===== config.mk =====
export PLATFORM = sky130hd
export DESIGN_NAME = multi_input_time_debouncer_top
export DESIGN_NICKNAME = d
export VERILOG_FILES = /design/src/hw/rtl/mitd_pkg.sv /design/src/hw/rtl/mitd_lane.sv /design/src/hw/rtl/mitd_merge.sv /design/src/hw/rtl/multi_input_time_debouncer_top.sv
export SDC_FILE = /design/constraint.sdc
export NUM_CORES = 1
export LEC_CHECK = 0
export BUFFER_PORTS_ARGS = -buffer_cell sky130_fd_sc_hd__buf_2
export CAP_MARGIN = 40
export CORE_AREA = 2 2 241 361
export DETAILED_ROUTE_END_ITERATION = 8
export DIE_AREA = 0 0 243 363
export SLEW_MARGIN = 20
export SYNTH_ARGS = -nofsm -noshare
export SYNTH_HDL_FRONTEND = slang
export SYNTH_HIERARCHICAL = 1
export SYNTH_SLANG_ARGS = --single-unit

===== constraint.sdc =====
create_clock -name clk -period 6.3 [get_ports clk]
set_clock_uncertainty 0.1 [all_clocks]
set_input_delay 0.315 -clock clk [delete_from_list [all_inputs] [get_ports clk]]
set_output_delay 0.315 -clock clk [all_outputs]
set_load 0.005 [all_outputs]

===== src/hw/rtl/mitd_pkg.sv =====
// Shared types and constants for the multi-input time debouncer.
// No dependencies; imported by every module of the block.
package mitd_pkg;

  localparam int PIN_W     = 8;
  localparam int TIME_W    = 32;
  localparam int DEB_W     = 16;
  localparam int CFG_IDX_W = 2;
  localparam int CFG_W     = 16;

  localparam logic [PIN_W-1:0] POLARITY_RST = 8'd0;
  localparam logic [DEB_W-1:0] SHORT_RST    = 16'd20;
  localparam logic [DEB_W-1:0] LONG_RST     = 16'd50;
  localparam logic [PIN_W-1:0] SELECT_RST   = 8'd128;

  typedef enum logic [CFG_IDX_W-1:0] {
    CFG_POLARITY = 2'd0,
    CFG_SHORT    = 2'd1,
    CFG_LONG     = 2'd2,
    CFG_SELECT   = 2'd3
  } cfg_reg_t;

  typedef struct packed {
    logic [PIN_W-1:0]  pin_levels;
    logic [TIME_W-1:0] now_ms;
    logic              seed_state;
  } in_item_t;

  typedef struct packed {
    logic [PIN_W-1:0] stable_levels;
    logic [PIN_W-1:0] normalized_levels;
  } out_item_t;

endpackage


===== src/hw/rtl/mitd_lane.sv =====
// One debounce lane: last level, stable level and change time of one input.
// Depends on mitd_pkg.
module mitd_lane (
  input  logic                       clk,
  input  logic                       rst,
  input  logic                       take,
  input  logic                       lvl,
  input  logic                       seed,
  input  logic [mitd_pkg::TIME_W-1:0] now_ms,
  input  logic                       use_long,
  input  logic [mitd_pkg::DEB_W-1:0]  short_ms,
  input  logic [mitd_pkg::DEB_W-1:0]  long_ms,
  output logic                       stable_next
);
  import mitd_pkg::*;

  logic              last_level;
  logic              stable_level;
  logic [TIME_W-1:0] change_time;
  logic              last_next;
  logic [TIME_W-1:0] change_time_next;
  logic [TIME_W-1:0] elapsed;
  logic [DEB_W-1:0]  wait_ms;

  assign wait_ms = use_long ? long_ms : short_ms;
  assign elapsed = now_ms - change_time;

  always_comb begin
    last_next        = last_level;
    stable_next      = stable_level;
    change_time_next = change_time;
    if (seed) begin
      last_next        = lvl;
      stable_next      = lvl;
      change_time_next = now_ms;
    end else if (lvl != last_level) begin
      // record the edge; stable level waits for a later sample
      last_next        = lvl;
      change_time_next = now_ms;
    end else if (lvl != stable_level) begin
      if (elapsed >= {{(TIME_W-DEB_W){1'b0}}, wait_ms}) begin
        stable_next = lvl;
      end
    end
  end

  always_ff @(posedge clk) begin
    if (rst) begin
      last_level   <= 1'b0;
      stable_level <= 1'b0;
      change_time  <= '0;
    end else if (take) begin
      last_level   <= last_next;
      stable_level <= stable_next;
      change_time  <= change_time_next;
    end
  end

`ifndef SYNTHESIS
  a_seed_aligns: assert property (@(posedge clk) disable iff (rst)
    take && seed |=> (stable_level == last_level) && (change_time == $past(now_ms)))
    else $error("seeded lane not aligned");
  a_edge_keeps_stable: assert property (@(posedge clk) disable iff (rst)
    take && !seed && (lvl != last_level) |=> $stable(stable_level))
    else $error("stable level moved on a level change");
  a_idle_holds: assert property (@(posedge clk) disable iff (rst)
    !take |=> $stable(last_level) && $stable(stable_level) && $stable(change_time))
    else $error("lane state moved without a transfer");
`endif

endmodule


===== src/hw/rtl/mitd_merge.sv =====
// Merge stage: packs lane results into the two 8-bit result fields and holds them in
// the output register. Depends on mitd_pkg.
module mitd_merge #(
  parameter int LANES = 8
) (
  input  logic                  clk,
  input  logic                  rst,
  input  logic                  in_valid,
  output logic                  in_ready,
  input  logic [LANES-1:0]      lane_stable,
  input  logic [LANES-1:0]      lane_norm,
  output logic                  out_valid,
  input  logic                  out_ready,
  output mitd_pkg::out_item_t   out_data
);
  import mitd_pkg::*;

  logic [PIN_W-1:0] stable_vec;
  logic [PIN_W-1:0] norm_vec;
  logic             take;

  // drop lanes past the output width, pad missing ones with zero
  for (genvar b = 0; b < PIN_W; b++) begin : g_pack
    if (b < LANES) begin : g_lane
      assign stable_vec[b] = lane_stable[b];
      assign norm_vec[b]   = lane_norm[b];
    end else begin : g_pad
      assign stable_vec[b] = 1'b0;
      assign norm_vec[b]   = 1'b0;
    end
  end

  assign in_ready = !out_valid || out_ready;
  assign take     = in_valid && in_ready;

  always_ff @(posedge clk) begin
    if (rst) begin
      out_valid <= 1'b0;
    end else if (take) begin
      out_valid <= 1'b1;
    end else if (out_ready) begin
      out_valid <= 1'b0;
    end
  end

  always_ff @(posedge clk) begin
    if (take) begin
      out_data.stable_levels     <= stable_vec;
      out_data.normalized_levels <= norm_vec;
    end
  end

`ifndef SYNTHESIS
  a_take_loads: assert property (@(posedge clk) disable iff (rst)
    take |=> out_valid)
    else $error("accepted sample produced no result");
  a_empty_ready: assert property (@(posedge clk) disable iff (rst)
    !out_valid |-> in_ready)
    else $error("empty output register refused a transfer");
  a_drain: assert property (@(posedge clk) disable iff (rst)
    out_valid && out_ready && !take |=> !out_valid)
    else $error("result repeated after transfer");
`endif

endmodule


===== src/hw/rtl/multi_input_time_debouncer_top.sv =====
// Top level of the multi-input time debouncer: config registers, polarity
// correction, CHANNELS debounce lanes and the merge stage.
// Depends on mitd_pkg, mitd_lane, mitd_merge.
//
//   channel | direction | handshake           | payload
//   in      | sink      | in_valid/in_ready   | in_data   (pins, tick, seed)
//   out     | source    | out_valid/out_ready | out_data  (stable, normalized)
//   cfg     | sink      | cfg_we              | cfg_index, cfg_data
//
// One sample per clock while the output register can take it; each result appears in the cycle after its transfer,
// from the single output register behind the lanes.
// All lanes update in parallel in the transfer cycle; the 32-bit elapsed
// subtract and compare per lane sets the path length.
// While a result is held and out_ready is low, the output register holds and in_ready drops.
// Reset clears lane state and loads the register defaults; there is no
// clearing pass.
module multi_input_time_debouncer_top #(
  parameter int CHANNELS = 8
) (
  input  logic                           clk,
  input  logic                           rst,
  input  logic                           in_valid,
  output logic                           in_ready,
  input  mitd_pkg::in_item_t             in_data,
  output logic                           out_valid,
  input  logic                           out_ready,
  output mitd_pkg::out_item_t            out_data,
  input  logic                           cfg_we,
  input  logic [mitd_pkg::CFG_IDX_W-1:0] cfg_index,
  input  logic [mitd_pkg::CFG_W-1:0]     cfg_data
);
  import mitd_pkg::*;

  logic [PIN_W-1:0]    polarity_mask;
  logic [DEB_W-1:0]    short_debounce_ms;
  logic [DEB_W-1:0]    long_debounce_ms;
  logic [PIN_W-1:0]    long_select_mask;
  logic [CHANNELS-1:0] lane_norm;
  logic [CHANNELS-1:0] lane_sel;
  logic [CHANNELS-1:0] lane_stable;
  logic                take;

  always_ff @(posedge clk) begin
    if (rst) begin
      polarity_mask     <= POLARITY_RST;
      short_debounce_ms <= SHORT_RST;
      long_debounce_ms  <= LONG_RST;
      long_select_mask  <= SELECT_RST;
    end else if (cfg_we) begin
      case (cfg_index)
        CFG_POLARITY: polarity_mask     <= cfg_data[PIN_W-1:0];
        CFG_SHORT:    short_debounce_ms <= cfg_data[DEB_W-1:0];
        CFG_LONG:     long_debounce_ms  <= cfg_data[DEB_W-1:0];
        CFG_SELECT:   long_select_mask  <= cfg_data[PIN_W-1:0];
        default: ;
      endcase
    end
  end

  assign take = in_valid && in_ready;

  for (genvar g = 0; g < CHANNELS; g++) begin : g_lane
    // lanes past the pin count see pin low, inverted polarity, short time
    if (g < PIN_W) begin : g_pin
      assign lane_norm[g] = in_data.pin_levels[g] ^ ~polarity_mask[g];
      assign lane_sel[g]  = long_select_mask[g];
    end else begin : g_spare
      assign lane_norm[g] = 1'b1;
      assign lane_sel[g]  = 1'b0;
    end

    mitd_lane u_lane (
      .clk         (clk),
      .rst         (rst),
      .take        (take),
      .lvl         (lane_norm[g]),
      .seed        (in_data.seed_state),
      .now_ms      (in_data.now_ms),
      .use_long    (lane_sel[g]),
      .short_ms    (short_debounce_ms),
      .long_ms     (long_debounce_ms),
      .stable_next (lane_stable[g])
    );
  end

  mitd_merge #(
    .LANES (CHANNELS)
  ) u_merge (
    .clk         (clk),
    .rst         (rst),
    .in_valid    (in_valid),
    .in_ready    (in_ready),
    .lane_stable (lane_stable),
    .lane_norm   (lane_norm),
    .out_valid   (out_valid),
    .out_ready   (out_ready),
    .out_data    (out_data)
  );

endmodule

==> impl_metrics.tcl <==
set metrics [dict create \
    route.vias.total 33400 \
    max_freq_mhz 201 \
    top_layer "met4" \
    seq_area_sq_mm 0.00691 \
    grtUsageTotal_pct 26.7 \
    synth_area_leaders "dfxtp_1 (19%), ha_1 (14%), nand2_1 (9.2%), a21oi_1 (8.3%), mux2i_1 (5.5%)" \
    yosysUniqueCellTypes 101 \
    fin_area_sq_mm 0.0367 \
    tightestPinTransition_ps 931 \
    gp_congestion 0.967 \
    power_density_mw_per_mm2 222 \
    critPathCaptureType "flop" \
    multi_input_area_sq_mm 0.0247 \
    path_max_fanout 3 \
    avgViaCountPerCell 5.84 \
    ant_nets 0 \
    die-area_sq_mm 0.0882 \
    slew_viol_final 0 \
    fin_crit_sh_pct 79.1 \
    clkSinkCount 337 \
    yosys.area.top_type "dfxtp_1" \
    yosysSeqAreaShare_pct 20.5 \
    wl_met1_um 48300 \
    hold-path-endpoint "g_lane[0].u_lane/change_time[27]" \
    clk_pin_slew_ps 60 \
    clockRootBuffer "clkbuf_16" \
    firstDrtPassIters 5 \
    n_antenna_cell 0 \
    start_kind "flop" \
    wl_um 121000 \
    cts_tree "built" \
    drc 0 \
    antenna_found_initial 0 \
    period_minus_slack_ps 4980 \
    synth_top_area_share_pct 19.0 \
    wl_met3_um 6110 \
    p_leak_nw 14.0 \
    grt_pass1_vias 32300 \
    port_buffers 81 \
    worstPathArrival_ps 5230 \
    dp_hpwl_um 88900 \
    clkLatencyLatePin_ps 600 \
    avgSynthCellArea_sq_um 7.41 \
    status "completed" \
    synth-async-reset-ratio_pct 0 \
    synthFlopType "dfxtp_1" \
    hold_depth 3 \
    rr_endpoint "u_merge/out_data[14]" \
    drt_iter0_drc 2218 \
    hp-class "input pin to flop" \
    cp.required_ps 6550 \
    min-delay-start "in_data[28]" \
    pin_count 82 \
    final-setup-viol-count 0 \
    die_x_um 243 \
    irDropWorstVdd_mv 0.167 \
    layout-drive-gt1-share_pct 7.69 \
    ctsResizeCount 0 \
    r2r_start "g_lane[6].u_lane/change_time[1]" \
    r2r_setup_slack_ps 1320 \
    rsz0062_at_grt "no" \
    fill_cells 8903 \
    core_area_sq_mm 0.0849 \
    yosysMostFrequentCell "nand2_1" \
    num_rows 131 \
    slew_headroom_pct 38.0 \
    cts_buffers 42 \
    syn_nets 5005 \
    fin_nets 4995 \
    r2r_cells 22 \
    worstSetupPathType "flop to flop" \
    hold_viol 0 \
    fp.dieH_um 363 \
    overflow 0 \
    areaGrowthSynthToFinish_pct 8.70 \
    grt_max_degree 110 \
    yosys-top-cells-count "nand2_1 (824), a21oi_1 (559), ha_1 (376)" \
    ys_ff_latch 337 \
    dpl_cell_area_sq_mm 0.0351 \
    synth_edf_count 16 \
    synthCells 4557 \
    syn_area_sq_mm 0.0338 \
    wire_per_inst_um 21.1 \
    grt_pass1_wl_um 185000 \
    post_cts_buffers 0 \
    ys_warn_count 6 \
    cts_hold_buffers 15 \
    start_util_pct 39.8 \
    met2WireLength_um 56900 \
    htreeDepth 2 \
    fin_tns_setup_ps 0 \
    clockBufferDepth 3 \
    drv_cap 0 \
]
-- layer usage --
layer,up-vias,track usage [%]
li1,16300,-
met1,15800,30.7
met2,965,46.6
met3,330,3.00
met4,0,17.5
met5,-,0
-- worst max path at each step --
stage / from / end / slack, ps / cells past startpoint
final: g_lane[6].u_lane/change_time[1] / u_merge/out_data[14] / 1320 / 22
after global routing: g_lane[5].u_lane/change_time[3] / u_merge/out_data[13] / 890 / 22
after CTS: g_lane[5].u_lane/change_time[1] / u_merge/out_data[13] / 1340 / 22
after detailed placement: in_data[2] / u_merge/out_data[11] / 870 / 22
after global placement: in_data[2] / u_merge/out_data[11] / 890 / 22
after floorplan: in_data[1] / u_merge/out_data[15] / 1780 / 23
-- cell families (layout without fill, tap and decap cells) --
logic type      count (synthesis)  after routing  share of synthesized area [%]
buf+inv                       505            526                           6.59
compound gates               1336           1336                           25.3
fa+ha+maj                     384            384                           14.4
mux                           215            215                           6.55
flops                         337            337                           20.5
simple gates                 1622           1622                           22.6
xor+xnor                      158            158                           4.10
-- registers in the layout (all words and copies together) (netlist names) --
signal,flops
polarity_mask,8
g_lane.u_lane/last_level,8
long_debounce_ms,16
short_debounce_ms,16
u_merge/out_data,16
u_merge/out_valid,1
g_lane.u_lane/change_time,256
lane_sel,8
g_lane.u_lane/stable_level,8
-- area by class of cell --
class	instances	area share, %
Timing Repair Buffer	150	3.19
Clock inverter	15	0.409
Clock buffer	60	3.36
Inverter	301	3.08
Multi-Input combinational cell	3715	67.3
Sequential cell	337	18.8
Tap cell	1130	3.85
-- power breakdown --
part	switching, W	internal [W]	total, W
registers	0.000113	0.00229	0.00240
logic	0.00200	0.00124	0.00324
clock network	0.00106	0.00145	0.00251
total	0.00318	0.00498	0.00816
-- critical path, cell delays in order (launching register included) --
cell	delay (ps)
dfxtp_1	390
inv_1	60
ha_1	260
nor2b_1	140
o2111ai_1	240
nand2_1	120
a21o_1	180
and2_1	160
o21ai_0	160
nand2b_1	80
a21oi_1	170
xnor2_1	140
ha_1	260
and4_1	230
a31oi_1	170
a21oi_1	100
nor4_1	310
nand4_1	130
a2111oi_1	290
nand4_1	250
or4_4	600
a21oi_1	160
a21oi_1	50
-- metrics by stage --
step	std cells	hold WS, ps	setup WS [ps]	power (W)	utilization [%]
floorplan	4557	277	1780	0.00477	-
global placement	5601	341	888	0.00559	41.0
detailed placement	5614	347	868	0.00564	41.3
CTS	5704	1.98	1340	0.00819	43.2
global route	5708	21.2	890	0.00866	43.2
finish	5708	33.7	1320	0.00816	43.2
-- placed cells by master (no fill, tap or decap), types with 81 or more instances in the layout --
cell | Yosys | layout
a21o_1 | 81 | 81
nand2_1 | 824 | 824
dfxtp_1 | 321 | 321
a21oi_1 | 559 | 559
o21ai_0 | 179 | 179
nand2b_1 | 104 | 104
mux2i_1 | 185 | 185
xnor2_1 | 85 | 85
nor2_1 | 244 | 243
ha_1 | 376 | 376
nor3_1 | 85 | 85
inv_1 | 301 | 301
(Power assumes the default switching activity.)
